`src/hw/rtl/v3n_pkg.sv`:
```
`default_nettype none
// ----------------------------------------------------------------------------
// v3n_pkg: shared types and constants for the vector normalizer
// Formats, payload structs and the per-cell pipeline records.
// ----------------------------------------------------------------------------
package v3n_pkg;

  localparam int COMPONENT_WIDTH = 16;
  localparam int UNIT_FRAC_BITS  = 14;

  localparam int CW    = COMPONENT_WIDTH;
  localparam int UW    = UNIT_FRAC_BITS + 2;
  // sum of three squares of CW-bit magnitudes
  localparam int SW    = 2 * CW + 2;
  // root of SW bits, plus one for the round-up
  localparam int RW    = SW / 2 + 1;
  localparam int ROOT_STEPS = SW / 2;
  // dividend: magnitude shifted by the fraction bits, plus half divisor
  localparam int NW    = CW + UNIT_FRAC_BITS + 1;
  localparam int QW    = NW;
  localparam int DIV_STEPS = NW;

  typedef struct packed {
    logic signed [CW-1:0] vec_x;
    logic signed [CW-1:0] vec_y;
    logic signed [CW-1:0] vec_z;
  } vec_in_t;

  typedef struct packed {
    logic signed [UW-1:0] unit_x;
    logic signed [UW-1:0] unit_y;
    logic signed [UW-1:0] unit_z;
    logic        [CW-1:0] vec_length;
    logic                 zero_length;
  } vec_out_t;

  // square root cell record; the running root is scaled by the current bit
  typedef struct packed {
    logic          vld;
    logic [SW-1:0] rem;
    logic [SW-1:0] root;
    logic [2:0][CW-1:0] mag;
    logic [2:0]    neg;
    logic          zero;
  } sqrt_rec_t;

  // divider cell record, three lanes sharing one divisor
  typedef struct packed {
    logic          vld;
    logic [RW-1:0] dvs;
    logic [2:0][NW-1:0] rem;
    logic [2:0][NW-1:0] num;
    logic [2:0][QW-1:0] quo;
    logic [2:0]    neg;
    logic [CW-1:0] len;
    logic          zero;
  } div_rec_t;

endpackage : v3n_pkg
`default_nettype wire

```
`src/hw/rtl/v3n_sqrt_cell.sv`:
```
`default_nettype none
// ----------------------------------------------------------------------------
// v3n_sqrt_cell: one digit step of the restoring square root
// Resolves one root bit per cell and passes the record on.
// ----------------------------------------------------------------------------
module v3n_sqrt_cell (
  input  wire logic               clk,
  input  wire logic               rst,
  input  wire v3n_pkg::sqrt_rec_t cell_in,
  input  wire logic [5:0]         step,
  output v3n_pkg::sqrt_rec_t      cell_out
);
  import v3n_pkg::*;

  logic [SW-1:0] bitv;
  logic [SW-1:0] trial;
  sqrt_rec_t     rec_next;

  // bit = 4^(ROOT_STEPS-1-step); root held as running value, shifted
  always_comb begin
    rec_next = cell_in;
    bitv  = '0;
    bitv[2*(ROOT_STEPS-1-int'(step))] = 1'b1;
    trial = cell_in.root + bitv;
    if (cell_in.rem >= trial) begin
      rec_next.rem  = cell_in.rem - trial;
      rec_next.root = (cell_in.root >> 1) + bitv;
    end else begin
      rec_next.root = cell_in.root >> 1;
    end
  end

  always_ff @(posedge clk) begin
    if (rst) cell_out.vld <= 1'b0;
    else     cell_out.vld <= cell_in.vld;
    cell_out.rem  <= rec_next.rem;
    cell_out.root <= rec_next.root;
    cell_out.mag  <= rec_next.mag;
    cell_out.neg  <= rec_next.neg;
    cell_out.zero <= rec_next.zero;
  end
endmodule : v3n_sqrt_cell
`default_nettype wire

```
`config.mk`:
```
export PLATFORM = sky130hd
export DESIGN_NAME = v3n_sqrt_cell
export DESIGN_NICKNAME = d
export VERILOG_FILES = /design/src/hw/rtl/v3n_pkg.sv /design/src/hw/rtl/v3n_sqrt_cell.sv
export SDC_FILE = /design/constraint.sdc
export NUM_CORES = 1
export LEC_CHECK = 0
export ABC_AREA = 0
export BUFFER_PORTS_ARGS = -buffer_cell sky130_fd_sc_hd__buf_4
export CAP_MARGIN = 20
export CORE_ASPECT_RATIO = 1.4
export CORE_MARGIN = 2
export CORE_UTILIZATION = 45
export CTS_CLUSTER_DIAMETER = 50
export CTS_CLUSTER_SIZE = 20
export DETAILED_ROUTE_END_ITERATION = 10
export PLACE_DENSITY = 0.8
export SYNTH_ARGS = -nofsm -noshare
export SYNTH_HDL_FRONTEND = slang
export SYNTH_SLANG_ARGS = --single-unit
```
`constraint.sdc`:
```
create_clock -name clk -period 12.37 [get_ports clk]
set_clock_uncertainty 0.05 [all_clocks]
set_input_delay 2.474 -clock clk [delete_from_list [all_inputs] [get_ports clk]]
set_output_delay 2.474 -clock clk [all_outputs]
set_load 0.1 [all_outputs]
```
# == Word level (Yosys, flattened, before mapping) ==
# Cells that the tools add are included.
# word_totals
elab_cells,21
reg_bits,121
inputBits,129
# classes
reduce_logical,1
n_lt_le_gt_ge,3
muxes,4
n_addsub,4
# op_table
operator,count
$add 33x33->34,1
$add 34x33->34,1
$ge 34x34->1,1
$mux 34,1
$sub 34x34->34,1
$mux 33,1
$ge 8x1->1 const B,1
$lt 8x8->1 const B,1
$sub 5x6->7 const A,1
$demux 1 s5,1
$logic_and 1x1->1,1
$mux 1,1

# == Longest topological paths before layout ==
# depth
depth_word,8
mapped_depth,25
ltp_nobuf,22

# == Worst setup path before layout ==
# OpenSTA, ideal clock, no wires.
# synth_path
path_kind,input-to-reg
from,in step[5]
to,reg cell_out[67] (netlist name)
arrival_ns,6.935
required_ns,12.199
path_buffers,3
path_slack_ns,5.264
path_stages,23
cell_sequence,or4b_1 -> buf_4 -> nor2_1 -> ha_1 -> and3_1 -> o21ai_0 -> o32ai_1 -> a31o_2 -> o41a_1 -> a21o_1 -> nor2b_1 -> o21ai_1 -> xor2_1 -> ha_1 -> or3_1 -> o211ai_1 -> nand3_1 -> o21ai_2 -> o21a_1 -> clkbuf_8 -> clkbuf_1 -> nor2_1 -> xor2_1
# synth_lines
item,line,text
from (decl),v3n_sqrt_cell.sv:10,"input wire logic [5:0] step,"
to (decl),v3n_sqrt_cell.sv:11,output v3n_pkg::sqrt_rec_t cell_out

==> metrics.cfg <==
[place]
gp_congestion=0.9300
hpwl_mm=17.23
post-place-ws_ns=3.840
placed_cells=1284
dpl-instance-area_mm2=0.009288
port_buffers=249

[global_route]
overflow=0
first_global_vias=6987
grt_pass1_wl_mm=34.22
antenna_found_initial=0
grt_util_all_layers_pct=24.71
grt_max_degree=64

[final_layout]
largest_reg_flops=121
fillers=1447
multi_input_comb_area_mm2=0.004653
top_regs=cell_out x121
antennaDiodeCount=0
regMostFlops=cell_out
fin_cells=1316
nets=1300
drive_gt1_share_pct=28.11
final_area_mm2=0.009905
seqCellArea_mm2=0.002422
syn_to_final_growth_pct=36.18

[synth]
synth_top_family_by_area=compound AO/OA/AOI/OAI gates
synth_ff_type=dfxtp_1
synth_compound_area_share_pct=21.45
synth.most_common_cell=dfxtp_1
synthSimpleGateAreaFrac_pct=19.08
synth.top_cells.by_count=dfxtp_1 (121), nand2_1 (99), nor2_1 (83), a21oi_1 (67), ha_1 (66)
yosys.cell_types.count=84
synth.area.mux_share_pct=0.2924
syn_avg_cell_area_um2=8.487
synth_xor_xnor_area_share_pct=10.96
synth_warnings=0
syn_nets=1053
synth-edff-count=0
ys_seq_elements=121
synth-seq-area-share_pct=33.30
synthTopCellsByArea=dfxtp_1 (33%), ha_1 (11%), xnor2_1 (5.7%)
synth_cells=857
async_flop_share_pct=0
synth_fa_ha_area_share_pct=12.04
synth_area_leader_cell=dfxtp_1
netlist.area_leader.share_pct=33.30
netlist_area_mm2=0.007273

[routing]
wl_per_cell_um=16.55
antenna_left=0
met1Wirelength_mm=8.247
highest_layer=met4
drc=0
wl_met2_mm=11.07
num_vias=7184
drt-initial-drc-count=341
first_pass_iters=5
viasPerCell=5.459
wirelength_mm=21.78
wl_met3_mm=1.465

[setup_path]
crit_type=in2reg
cp-start-kind=input pin
critPathRequiredTime_ns=12.62
crit_start=step[5]
end_kind=flip-flop
critical_path_arrival_ns=8.41
critical_path.max_fanout=28

[floorplan]
dieHeight_um=154.4
io_pins=250
start_util_pct=45.56
die_area_mm2=0.01721
die_w_um=111.4
rows=55
core_mm2=0.01597

[timing]
layout_min_cycle_time_ns=8.156
fin_crit_sh_pct=65.94
maxSlewHeadroom_pct=38.83
hold_viol_final=0
fmax_ghz=0.1226
finalSetupViolCount=0
rsz0062_at_grt=false
setup-tns-final_ns=0
worst_slack_ns=4.214
drv_slew=0
worstMarginPinSlew_ns=0.9175

[cts]
postCtsSetupRepairBufs=0
cts-hold-fix-buffers=0
cts.sinks=121
cts_resized=0
h-tree-depth=4
clock_path_buffers=2
cts-root-buf=clkbuf_16
clkTransAtPathRegs_ns=0.06
cts_tree=yes
numCtsBuffers=17

[pwr]
power_density_mw_per_mm2=159.3
irDropWorstVdd_uv=109.1
power.leakage_nw=4.526

[worst_hold_path]
hold_path_class=in2reg
hp-start=cell_in[2]

[run_status]
status=finished, final reports clean

[flow_run]
max_cap_violations=0

## stage by stage
stage	utilization, %	hold WS, ns	power (W)
floorplan	-	2.452	0.0009102
global placement	58.17	2.528	0.001055
detailed placement	58.17	2.530	0.001058
CTS	62.04	2.091	0.001587
global route	62.04	2.091	0.001637
finish	62.04	2.106	0.001577
## power breakdown
part	total (W)	switching [W]	internal, W
clock	0.000526	0.000203	0.000323
sequential	0.000445	0.0000122	0.000432
combinational	0.000607	0.000454	0.000153
total	0.00158	0.000669	0.000908
## layer usage
| metal | vias to the layer above | global-route usage [%] |
|---|---|---|
| met5 | - | 0 |
| met4 | 0 | 14.11 |
| met3 | 72 | 5.368 |
| met2 | 317 | 45.44 |
| met1 | 3219 | 25.80 |
| li1 | 3576 | - |
## critical path, stage by stage
cell and delay [ns]:
buf_4 0.13, or4b_1 0.75, nor2_1 0.25, ha_1 0.32, and3_1 0.19, o21ai_0 0.24
o32ai_1 0.12, a31o_2 0.25, o41a_1 0.35, a31oi_1 0.25, nor2b_1 0.09, xnor2_1 0.24
ha_1 0.33, and2_1 0.25, nand3_1 0.11, nor3_1 0.05, a21oi_1 0.12, inv_1 0.05
a21oi_1 0.37, o21a_1 0.80, buf_4 0.41, nor2_1 0.09, xor2_1 0.15
## final cells by class
class | instances | share of cell area, %
Clock inverter | 14 | 1.895
Multi-Input combinational cell | 692 | 46.98
Inverter | 21 | 0.7959
Clock buffer | 18 | 4.333
Timing Repair Buffer | 251 | 19.02
Sequential cell | 121 | 24.46
Tap cell | 199 | 2.514
## logic make-up (layout without fill, tap and decap cells)
group           Yosys count  count (layout)
buf+inv                  44             304
compound gates          240             240
mux                       2               2
flops                   121             121
xor+xnor                 91              91
simple gates            289             289
fa+ha+maj                70              70
## layout by cell type, fill, tap and decap left out, types with 5 or more instances in the layout
master     netlist  final
o21bai_1        10     10
inv_1           21     21
nand2b_1         6      6
a21oi_1         67     67
dfxtp_1        121    121
or3_1            5      5
and2_1          10     10
a31o_2           5      5
a31oi_1         23     23
xor2_1          44     44
o31ai_1          7      7
xnor2_1         47     47
nor3_1          11     11
clkbuf_16        0     17
nor2b_1          7      7
a21o_1          15     15
inv_6            0      5
nand2_1         99     99
and3_1           9      9
a211oi_1         5      5
nand4_1          9      9
buf_4            1    251
nor2_1          83     83
ha_1            66     66
o211ai_1         7      7
o21ai_0         56     56
nand3_1         18     18
## path summary, 6_finish.rpt
path | endpoint | cells past startpoint
max | cell_out[61]$_DFF_P_ | 23
min | cell_out[2]$_DFF_P_ | 1
Power figures use the tool's default switching activity.
