**src/hw/rtl/v3n_pkg.sv**
```systemverilog
`default_nettype none
// ----------------------------------------------------------------------------
// v3n_pkg: shared types and constants for the vector normalizer
// Formats, payload structs and the per-cell pipeline records.
// ----------------------------------------------------------------------------
package v3n_pkg;

  localparam int COMPONENT_WIDTH = 16;
  localparam int UNIT_FRAC_BITS  = 14;

  localparam int CW    = COMPONENT_WIDTH;
  localparam int UW    = UNIT_FRAC_BITS + 2;
  // sum of three squares of CW-bit magnitudes
  localparam int SW    = 2 * CW + 2;
  // root of SW bits, plus one for the round-up
  localparam int RW    = SW / 2 + 1;
  localparam int ROOT_STEPS = SW / 2;
  // dividend: magnitude shifted by the fraction bits, plus half divisor
  localparam int NW    = CW + UNIT_FRAC_BITS + 1;
  localparam int QW    = NW;
  localparam int DIV_STEPS = NW;

  typedef struct packed {
    logic signed [CW-1:0] vec_x;
    logic signed [CW-1:0] vec_y;
    logic signed [CW-1:0] vec_z;
  } vec_in_t;

  typedef struct packed {
    logic signed [UW-1:0] unit_x;
    logic signed [UW-1:0] unit_y;
    logic signed [UW-1:0] unit_z;
    logic        [CW-1:0] vec_length;
    logic                 zero_length;
  } vec_out_t;

  // square root cell record; the running root is scaled by the current bit
  typedef struct packed {
    logic          vld;
    logic [SW-1:0] rem;
    logic [SW-1:0] root;
    logic [2:0][CW-1:0] mag;
    logic [2:0]    neg;
    logic          zero;
  } sqrt_rec_t;

  // divider cell record, three lanes sharing one divisor
  typedef struct packed {
    logic          vld;
    logic [RW-1:0] dvs;
    logic [2:0][NW-1:0] rem;
    logic [2:0][NW-1:0] num;
    logic [2:0][QW-1:0] quo;
    logic [2:0]    neg;
    logic [CW-1:0] len;
    logic          zero;
  } div_rec_t;

endpackage : v3n_pkg
`default_nettype wire

```
**src/hw/rtl/v3n_div_cell.sv**
```systemverilog
`default_nettype none
// ----------------------------------------------------------------------------
// v3n_div_cell: one quotient bit of three restoring dividers
// Lanes share the rounded length as divisor.
// ----------------------------------------------------------------------------
module v3n_div_cell (
  input  wire logic              clk,
  input  wire logic              rst,
  input  wire v3n_pkg::div_rec_t cell_in,
  input  wire logic [5:0]        step,
  output v3n_pkg::div_rec_t      cell_out
);
  import v3n_pkg::*;

  logic [NW:0] shifted [3];
  div_rec_t    rec_next;

  // shift in numerator bit NW-1-step, subtract divisor if it fits
  always_comb begin
    rec_next = cell_in;
    for (int i = 0; i < 3; i++) begin
      shifted[i] = {cell_in.rem[i], cell_in.num[i][NW-1-int'(step)]};
      if (shifted[i] >= (NW+1)'(cell_in.dvs)) begin
        rec_next.rem[i] = NW'(shifted[i] - (NW+1)'(cell_in.dvs));
        rec_next.quo[i] = {cell_in.quo[i][QW-2:0], 1'b1};
      end else begin
        rec_next.rem[i] = NW'(shifted[i]);
        rec_next.quo[i] = {cell_in.quo[i][QW-2:0], 1'b0};
      end
    end
  end

  always_ff @(posedge clk) begin
    if (rst) cell_out.vld <= 1'b0;
    else     cell_out.vld <= cell_in.vld;
    cell_out.dvs  <= rec_next.dvs;
    cell_out.rem  <= rec_next.rem;
    cell_out.num  <= rec_next.num;
    cell_out.quo  <= rec_next.quo;
    cell_out.neg  <= rec_next.neg;
    cell_out.len  <= rec_next.len;
    cell_out.zero <= rec_next.zero;
  end
endmodule : v3n_div_cell
`default_nettype wire

```
**config.mk**
```make
export PLATFORM = sky130hd
export DESIGN_NAME = v3n_div_cell
export DESIGN_NICKNAME = d
export VERILOG_FILES = /design/src/hw/rtl/v3n_pkg.sv /design/src/hw/rtl/v3n_div_cell.sv
export SDC_FILE = /design/constraint.sdc
export NUM_CORES = 1
export LEC_CHECK = 0
export BUFFER_PORTS_ARGS = -buffer_cell sky130_fd_sc_hd__buf_2
export CORE_AREA = 2 2 253 255
export CTS_BUF_LIST = sky130_fd_sc_hd__clkbuf_4 sky130_fd_sc_hd__clkbuf_8
export CTS_CLUSTER_DIAMETER = 40
export DETAILED_ROUTE_END_ITERATION = 10
export DIE_AREA = 0 0 255 257
export GPL_TIMING_DRIVEN = 0
export PLACE_DENSITY = 0.48
export REMOVE_ABC_BUFFERS = 1
export SLEW_MARGIN = 20
export SYNTH_ARGS = -nofsm -noshare
export SYNTH_HDL_FRONTEND = slang
export SYNTH_SLANG_ARGS = --single-unit
```
**constraint.sdc**
```tcl
create_clock -name clk -period 5.8 [get_ports clk]
set_input_delay 1.16 -clock clk [delete_from_list [all_inputs] [get_ports clk]]
set_output_delay 1.16 -clock clk [all_outputs]
set_load 0.01 [all_outputs]
```
Word-level counts from Yosys, hierarchy flattened

Index checks and enable logic that the tools add are counted.

Register bits: 318
Input port bits: 326
Output and inout port bits: 318
Logic and storage cells: 37

Add/sub/neg operators: 4
Magnitude comparators: 4
Muxes and demuxes: 15

Operators with widths:

| kind                                               | count |
|---|---|
| greater-or-equal comparator 32 x 18 -> 1 bit       | 3 |
| two-way mux 31 bit                                 | 3 |
| subtractor 31 x 18 -> 31 bit                       | 3 |
| binary-select mux 1 bit (select 5 bit)             | 3 |
| two-way mux 1 bit                                  | 9 |
| less-than comparator 7 bit (second input constant) | 1 |
| subtractor 5 x 6 -> 7 bit (first input constant)   | 1 |

Depth between registers and ports, before layout

Gate-level depths: netlist of the first run.

Word-level depth: 6
Depth in mapped cells: 21
Depth with buffers taken out: 17

Worst setup path after synthesis of the first run

No wires, ideal clock.

Path kind: input to register
Start point: input step[0]
End point: register cell_out[259] (netlist bit)
Setup time: 0.072 ns
Arrival: 5.255 ns
Required time: 5.728 ns
Slack: 0.474 ns
Stages: 16
Path buffers: 2
Cell sequence: ha_1 -> clkbuf_1 -> clkbuf_1 -> mux4_2 -> mux4_2 -> mux2i_1 -> ha_1 -> inv_1 -> fa_1 -> a211oi_1 -> nor2_1 -> o21ai_0 -> o21ai_0 -> a2111o_1 -> nor3_1 -> xor2_1

RTL lines:

| item        | RTL line           | text |
|---|---|---|
| from (decl) | v3n_div_cell.sv:10 | `input wire logic [5:0] step,` |
| to (decl)   | v3n_div_cell.sv:11 | `output v3n_pkg::div_rec_t cell_out` |

==> results of run 1 <==
==> cells in the final DEF, fill, tap and decap left out, types with 7 or more instances in the layout <==
cell and n:
o31ai_1 7, clkbuf_8 81, or3_1 10, nand4_1 15, and3_1 8, nand2_1 87
xnor2_1 35, nor2b_1 9, a31oi_1 7, ha_1 54, nor3_1 24, nand3_1 21
inv_1 34, nor4_1 18, dfxtp_1 318, clkbuf_4 12, xor2_1 43, a21oi_1 64
mux4_2 24, a21o_1 10, o21a_1 13, nor2_1 47, diode_2 7, mux2_2 8
mux2i_1 13, o21ai_0 55, clkinvlp_4 9, a211oi_1 10, buf_2 638
==> per-layer routing <==
layer	wire (µm)	part of all wire [%]	GRT usage (%)
met1	18500	37	15.3
met2	24900	50	25.5
met3	4780	9.5	6.06
met4	1800	3.6	6.60
met5	186	0.37	0
==> path summary, 6_finish.rpt <==
kind | startpoint | end | slack, ps | depth (start not counted)
worst max-delay path | step[0] | cell_out[267] | 420 | 16
worst min-delay path | cell_in[16] | cell_out[16] | 610 | 1
==> stage by stage <==
stage          instance area (µm²)  util [%]  setup slack (ps)  hold WS [ps]  TNS (ps)
6_report                     17500      27.9               418           613         0
5_1_grt                      17500      27.9              58.1           534         0
4_1_cts                      17400      27.8              38.0           526         0
3_5_place_dp                 15900      25.3             -1480          1260    -95770
3_3_place_gp                 15800      25.2             -3650          1260   -218650
2_1_floorplan                11600         -              -501          1190    -11900
==> critical path: cells and delay by family <==
family	cells	cell delay, ps
multiplexers	3	1060
XOR/XNOR	1	170
AND/OR/NAND/NOR	2	360
buffers and inverters	3	460
adder cells (fa/ha/maj)	3	1190
AO/OA/AOI/OAI	4	1500
==> where the power goes <==
| group | switching [µW] | total [µW] | internal [µW] |
|---|---|---|---|
| Clock | 1120 | 2650 | 1530 |
| Sequential | 48.4 | 2430 | 2380 |
| Combinational | 628 | 1080 | 449 |
==> logic make-up (layout without fill, tap and decap cells) <==
group	count (synthesis)	in the layout
mux	45	45
flops	318	318
xor+xnor	80	80
compound gates	213	214
simple gates	284	284
buf+inv	78	805
fa+ha+maj	58	58
other cells	0	7
==> area by class of cell <==
cell class / instances / area share [%]
Clock inverter: 32 / 1.91
Timing Repair Buffer: 645 / 18.7
Antenna cell: 7 / 0.100
Clock buffer: 93 / 6.88
Multi-Input combinational cell: 681 / 29.2
Inverter: 35 / 0.750
Tap cell: 846 / 6.04
Sequential cell: 318 / 36.3
==> what timing repair did <==
item	in CTS	in global routing
setup buffers	0	4
endpoints found under the setup margin	89	26
pin swaps	0	2
gates cloned	0	1
resized for setup	3	1
==> results.py, run 1 <==
metrics = {
    "status": {
        "status": "complete, no violations",
    },
    "floorplanning": {
        "die_y_um": 257,
        "boundaryPins": 644,
        "die-area_um2": 65500,
        "core_um2": 62700,
        "initial_core_util_pct": 18.8,
        "die_w_um": 255,
        "num_rows": 92,
    },
    "yosys": {
        "syn_avg_cell_area_um2": 11.0,
        "synth-edff-count": 0,
        "synth_area_leaders": "dfxtp_1 (54%), ha_1 (5.8%), mux4_2 (4.6%)",
        "synth_top_family_by_area": "simple AND/OR/NAND/NOR gates",
        "muxShareOfSynthArea_pct": 6.45,
        "synthTopCellsByCount": "dfxtp_1 (318), nand2_1 (87), a21oi_1 (64)",
        "synth_cell_types": 76,
        "syn-cell-area_um2": 11800,
        "netlist_instances": 1076,
        "yosysMostFrequentCell": "dfxtp_1",
        "synth_compound_area_share_pct": 11.6,
        "synth-async-reset-ratio_pct": 0,
        "ys_ff_latch": 318,
        "synth_area_leader_cell": "dfxtp_1",
        "synthAdderAreaFrac_pct": 6.35,
        "yosys.area_share.simple_pct": 12.6,
        "yosysWarningCount": 0,
        "synth-main-ff-cell": "dfxtp_1",
        "yosysTopAreaCellShare_pct": 54.0,
        "synthXorXnorAreaFrac_pct": 5.94,
        "ys_seq_area_share_pct": 54.0,
    },
    "placed_design": {
        "dp.cells": 2520,
        "hpwl_mm": 41.4,
        "io_buffers": 639,
        "place_congestion": 0.829,
    },
    "power_and_ir_drop": {
        "total_power_uw": 6160,
        "powerDensity_nw_per_um2": 351,
        "total_leakage_power_uw": 0.00803,
        "ir_drop_v": 0.000204,
    },
    "detailed_routing": {
        "via_count": 10872,
        "drc_errors": 0,
        "vias_per_cell": 4.09,
        "wl_per_cell_um": 18.9,
        "ant_nets": 0,
        "drt-initial-drc-count": 482,
        "wirelength_mm": 50.2,
        "dr.pass1.iters": 5,
    },
    "sta": {
        "fmax_mhz": 186,
        "setup_violations": 0,
        "min_period_over_period_pct": 92.8,
        "worstMarginPinSlew_ps": 887,
        "relSlewSlack_pct": 40.3,
        "hold_viol": 0,
        "slew_viol_final": 0,
        "rsz0062_at_grt": "false",
        "period_needed_ps": 5380,
    },
    "clock_network": {
        "tritoncts": "yes",
        "cts.path.max_buffers": 3,
        "cts_root_buf": "clkbuf_8",
        "cts.clk_slew.worst_paths_ps": 60,
        "cts_hold_buf": 0,
        "cts_max_level": 3,
        "cts_sinks": 318,
        "cts_buffers": 70,
    },
    "worst_setup_path": {
        "crit_fanout": 29,
        "critPathRequiredTime_ps": 6370,
        "crit_path_start_kind": "input port",
        "path_cells": "buf_6, ha_4, buf_8, mux4_2, mux4_2, mux2i_1, ha_1, inv_1, fa_1, a211oi_1, nor2_1, o21ai_0, o21ai_0, a2111o_1, nor3_1, xor2_1",
        "cpMaxStageDelayCell": "a2111o_1",
        "cp-end-kind": "flop",
        "cp.arrival_ps": 5950,
        "path_class": "input port to flop",
        "max_stage_delay_ps": 560,
    },
    "job": {
        "drv_cap": 0,
    },
    "layout": {
        "nNetsFinal": 2135,
        "top_register": "cell_out",
        "multi_input_area_um2": 5120,
        "fillCellCount": 6691,
        "stdcell_count": 2657,
        "syn_to_final_growth_pct": 48.6,
        "top_regs": "cell_out (318)",
        "drive_above_1_share_pct": 46.0,
        "largest_reg_flops": 318,
        "regArea_um2": 6370,
    },
    "grt": {
        "grt_max_degree": 39,
        "grt_pass1_vias": 11332,
        "grt_pass1_wl_mm": 70.5,
        "antenna_found_initial": 27,
        "grt-ovfl-total": 0,
        "grt_util_all_layers_pct": 14.6,
    },
    "worst_hold_path": {
        "hold_path.class": "input port to flop",
    },
}
(Power assumes the default switching activity.)
==> run 2: changes to the inputs <==
--- a/config.mk
+++ b/config.mk
@@ -6,13 +6,15 @@
 export NUM_CORES = 1
 export LEC_CHECK = 0
 export BUFFER_PORTS_ARGS = -buffer_cell sky130_fd_sc_hd__buf_2
-export CORE_AREA = 2 2 253 255
+export CELL_PAD_IN_SITES_DETAIL_PLACEMENT = 1
+export CELL_PAD_IN_SITES_GLOBAL_PLACEMENT = 1
+export CORE_AREA = 2 2 254 256
 export CTS_BUF_LIST = sky130_fd_sc_hd__clkbuf_4 sky130_fd_sc_hd__clkbuf_8
 export CTS_CLUSTER_DIAMETER = 40
 export DETAILED_ROUTE_END_ITERATION = 10
-export DIE_AREA = 0 0 255 257
+export DIE_AREA = 0 0 256 258
 export GPL_TIMING_DRIVEN = 0
-export PLACE_DENSITY = 0.48
+export PLACE_DENSITY = 0.59
 export REMOVE_ABC_BUFFERS = 1
 export SLEW_MARGIN = 20
 export SYNTH_ARGS = -nofsm -noshare
==> results.py, run 2 (synthesized netlist as in run 1, its figures left out) <==
metrics = {
    "status": {
        "status": "complete, no violations",
    },
    "power_and_ir_drop": {
        "switching_power_uw": 1750,
        "ir_drop_v": 0.000217,
        "p_sw_share_pct": 27.8,
        "total_leakage_power_uw": 0.00807,
        "p_clk_share_pct": 44.2,
        "powerDensity_nw_per_um2": 357,
        "p_seq_share_pct": 38.7,
        "comb_power_share_pct": 17.1,
        "p_int_uw": 4540,
    },
    "clock_network": {
        "cts_buffers": 69,
        "cts_root_buf": "clkbuf_8",
        "cts.clk_slew.worst_paths_ps": 60,
        "tritoncts": "yes",
        "cts.path.max_buffers": 3,
        "cts_sinks": 318,
        "cts_max_level": 3,
    },
    "worst_hold_path": {
        "hold_path_startpoint": "cell_in[92]",
        "hold_path_end": "cell_out[93]",
        "hold_depth": 1,
        "hold_path.class": "input port to flop",
    },
    "grt": {
        "grt_pass1_wl_mm": 76.2,
        "grt_util_all_layers_pct": 15.5,
        "grt-ovfl-total": 0,
        "grt_pass1_vias": 11949,
        "antenna_found_initial": 24,
        "grt_max_degree": 39,
    },
    "detailed_routing": {
        "drt-initial-drc-count": 377,
        "wirelength_mm": 53.2,
        "dr.pass1.iters": 4,
        "drc_errors": 0,
        "via_count": 11038,
        "ant_nets": 0,
        "wl_per_cell_um": 20.0,
        "vias_per_cell": 4.15,
    },
    "placed_design": {
        "place_ws_ps": -1430,
        "hpwl_mm": 44.1,
        "place_congestion": 0.875,
        "placed_area_um2": 15900,
        "io_buffers": 639,
    },
    "sta": {
        "rsz0062_at_grt": "false",
        "worst_slack_ps": 446,
        "worstMarginPinSlew_ps": 917,
        "period_needed_ps": 5350,
        "slew_viol_final": 0,
        "hold_ws_ps": 635,
        "setup_violations": 0,
        "relSlewSlack_pct": 38.7,
        "fmax_mhz": 187,
        "min_period_over_period_pct": 92.3,
        "hold_viol": 0,
        "setup_tns_ps": 0,
    },
    "layout": {
        "top_regs": "cell_out (318)",
        "syn_to_final_growth_pct": 49.2,
        "nNetsFinal": 2133,
        "largest_reg_flops": 318,
        "drive_above_1_share_pct": 45.9,
        "mostFrequentLayoutCells": "buf_2 (638), dfxtp_1 (318), nand2_1 (87)",
        "multi_input_area_um2": 5120,
        "utilization_pct": 27.6,
        "fillCellCount": 7509,
        "regArea_um2": 6370,
        "finalInstanceArea_um2": 17600,
        "final_common_cell": "buf_2",
        "top_register": "cell_out",
    },
    "worst_setup_path": {
        "crit_path_start_kind": "input port",
        "critPathRequiredTime_ps": 6320,
        "cp.arrival_ps": 5880,
        "cp-end-kind": "flop",
        "path_class": "input port to flop",
        "crit_fanout": 29,
    },
    "floorplanning": {
        "die-area_um2": 66000,
        "num_rows": 93,
        "boundaryPins": 644,
        "die_y_um": 258,
        "core_um2": 63600,
        "initial_core_util_pct": 18.5,
        "die_w_um": 256,
    },
    "job": {
        "drv_cap": 0,
    },
}
run 2: through the flow:
stage	total power, µW	cells
2_1_floorplan	3010	1033
3_3_place_gp	3550	2527
3_5_place_dp	3570	2529
4_1_cts	6440	2655
5_1_grt	6650	2660
6_report	6290	2661
run 2: worst max-delay path by stage:
| stage | from | to |
|---|---|---|
| 4_1_cts | step[0] | cell_out[298] |
| 2_1_floorplan | step[0] | cell_out[232] |
| 3_5_place_dp | step[0] | cell_out[255] |
| 5_1_grt | step[0] | cell_out[259] |
| 6_report | step[0] | cell_out[259] |
| 3_3_place_gp | step[0] | cell_out[234] |
run 2: timing repair:
action / CTS / global route
resized for setup: 3 / 2
pin swaps: 1 / 2
hold buffers: 0 / 0
setup buffers: 0 / 3
cloned: 1 / 0
setup endpoints to repair: 69 / 38
run 2: layout make-up:
class / instances / share of cell area [%]
Clock buffer: 95 / 7.01
Antenna cell: 3 / 0.0427
Tap cell: 855 / 6.08
Clock inverter: 30 / 2.14
Sequential cell: 318 / 36.2
Inverter: 35 / 0.747
Multi-Input combinational cell: 681 / 29.1
Timing Repair Buffer: 644 / 18.7
run 2: critical path, stage by stage:
cell and delay [ps]:
buf_6 190, ha_4 490, mux4_2 340, nor2b_1 140
a211oi_1 320, a21oi_1 70, mux2i_1 380, ha_1 240
inv_1 50, fa_1 430, a211oi_1 300, nor2_1 120
o21ai_0 430, o21ai_0 220, a2111o_1 540, nor3_1 250
xor2_1 170
run 2: power by group through the flow:
stage	Clock (µW)	Combinational [µW]	Sequential, µW
after detailed placement	0	1090	2480
final	2780	1080	2430
after global placement	0	1070	2480
after global routing	3010	1180	2450
after floorplan	0	427	2580
after CTS	2910	1100	2440
run 2: routing by layer:
layer	vias up	share of wire (%)	GRT usage, %	routed length, µm
met5	-	0.29	0	155
met4	28	3.3	5.88	1750
met3	115	9.6	6.50	5110
met2	514	51	28.6	27200
met1	5167	36	15.5	18900
li1	5214	-	-	-
==> run 3: changes to the inputs <==
--- a/config.mk
+++ b/config.mk
@@ -16,6 +16,7 @@
 export GPL_TIMING_DRIVEN = 0
 export PLACE_DENSITY = 0.59
 export REMOVE_ABC_BUFFERS = 1
+export SETUP_SLACK_MARGIN = 0.5
 export SLEW_MARGIN = 20
 export SYNTH_ARGS = -nofsm -noshare
 export SYNTH_HDL_FRONTEND = slang
==> results.py, run 3 (synthesized netlist as in run 1, its figures left out) <==
metrics = {
    "power_and_ir_drop": {
        "ir_drop_v": 0.000218,
        "powerDensity_nw_per_um2": 356,
        "total_leakage_power_uw": 0.00811,
    },
    "grt": {
        "use_met2_pct": 28.9,
        "gr-usage-met3_pct": 6.46,
        "grt_max_degree": 39,
        "grtUsageMet1_pct": 15.5,
        "top_usage_layer": "met2",
        "grt_pass1_wl_mm": 76.5,
        "grt_pass1_vias": 11992,
        "antenna_found_initial": 24,
        "grt_util_all_layers_pct": 15.6,
        "grt-ovfl-total": 0,
    },
    "clock_network": {
        "cts_max_level": 3,
        "cts_buffers": 69,
        "cts_root_buf": "clkbuf_8",
        "cts_sinks": 318,
        "cts_hold_buf": 0,
        "tritoncts": "yes",
        "cts.clk_slew.worst_paths_ps": 60,
        "cts.path.max_buffers": 3,
    },
    "worst_setup_path": {
        "crit_path_start_kind": "input port",
        "critPathRequiredTime_ps": 6320,
        "cpMaxStageDelayCell": "mux4_2",
        "crit_fanout": 29,
        "path_cells": "clkbuf_8, ha_4, buf_12, mux4_2, mux4_2, mux2i_2, ha_1, inv_1, fa_1, a211oi_1, nor2_1, o21ai_2, o21ai_0, a2111o_1, nor3_1, xor2_1",
        "cp.arrival_ps": 5500,
        "path_class": "input port to flop",
        "crit_top_cell": "mux4_2",
        "critPathTopFamily": "compound AO/OA/AOI/OAI gates",
        "max_stage_delay_ps": 490,
        "cp-end-kind": "flop",
        "cp_num_buf_inv": 3,
    },
    "sta": {
        "hold_viol": 0,
        "period_needed_ps": 4980,
        "min_period_over_period_pct": 85.9,
        "worstMarginPinSlew_ps": 909,
        "hold_ws_ps": 634,
        "fmax_mhz": 201,
        "rsz0062_at_grt": "false",
        "relSlewSlack_pct": 38.9,
        "slew_viol_final": 0,
        "setup_violations": 0,
    },
    "detailed_routing": {
        "ant_nets": 0,
        "wl_per_cell_um": 20.1,
        "drc_errors": 0,
        "wirelength_mm": 53.6,
        "vias_per_cell": 4.15,
        "dr.pass1.iters": 5,
        "via_count": 11076,
        "drt-initial-drc-count": 341,
    },
    "layout": {
        "nNetsFinal": 2142,
        "top_register": "cell_out",
        "top_regs": "cell_out (318)",
        "mostFrequentLayoutCells": "buf_2 (638), dfxtp_1 (318), nand2_1 (87)",
        "drive_above_1_share_pct": 46.5,
        "final_common_cell": "buf_2",
        "largest_reg_flops": 318,
        "finalInstanceArea_um2": 17700,
        "syn_to_final_growth_pct": 50.2,
    },
    "placed_design": {
        "place_congestion": 0.875,
        "io_buffers": 639,
        "placed_area_um2": 15900,
        "hpwl_mm": 44.1,
    },
    "floorplanning": {
        "initial_core_util_pct": 18.5,
        "die_y_um": 258,
        "die-area_um2": 66000,
        "num_rows": 93,
        "boundaryPins": 644,
        "die_w_um": 256,
        "core_um2": 63600,
    },
    "job": {
        "drv_cap": 0,
    },
    "worst_hold_path": {
        "hold_path.class": "input port to flop",
    },
    "status": {
        "status": "complete, no violations",
    },
}
==> run 3: cell count changes in the layout (fill, tap and decap cells not counted), sizes merged <==
cell    change
diode       +1
a21boi      +1
clkbuf      +1
and2        +1
buf         +6
==> run 3: layout make-up <==
type	count	area, µm²
clock buffers	95	1230
clock inverters	30	377
multi-input cells	683	5180
flip-flops and latches	318	6370
fillers	7502	45900
inverters	35	131
repair buffers	651	3340
well taps	855	1070
diodes	4	10.0
==> run 3: repair_timing <==
item / CTS / global route
gates resized for setup: 6 / 9
endpoints found under the setup margin: 96 / 41
gates cloned: 1 / 2
hold endpoints to repair: 0 / 0
pin swaps: 2 / 5
setup buffers: 2 / 8
==> run 3: worst paths after layout <==
kind	from	end	slack (ps)	cells after the start
min	cell_in[61]	cell_out[62]	630	1
max	step[0]	cell_out[259]	820	16
==> run 3: stage by stage <==
step | TNS, ps | power, µW | instances | utilization [%] | worst slack (ps)
after floorplan | -11900 | 3010 | 1033 | - | -501
after CTS | 0 | 6440 | 2657 | 27.6 | 538
final | 0 | 6300 | 2671 | 27.8 | 820
after global routing | 0 | 6660 | 2669 | 27.8 | 521
after detailed placement | -90350 | 3570 | 2529 | 25.0 | -1430
after global placement | -204460 | 3550 | 2527 | 24.9 | -3180
==> run 3: layer usage <==
layer / vias up / routed length [µm]
li1: 5234 / -
met1: 5180 / 19000
met2: 516 / 27600
met3: 118 / 5220
met4: 28 / 1630
met5: - / 143
==> run 3: where the power goes <==
| part | switching [µW] | internal [µW] | total, µW |
|---|---|---|---|
| registers | 49.3 | 2380 | 2430 |
| logic | 631 | 460 | 1090 |
| clock network | 1070 | 1710 | 2780 |
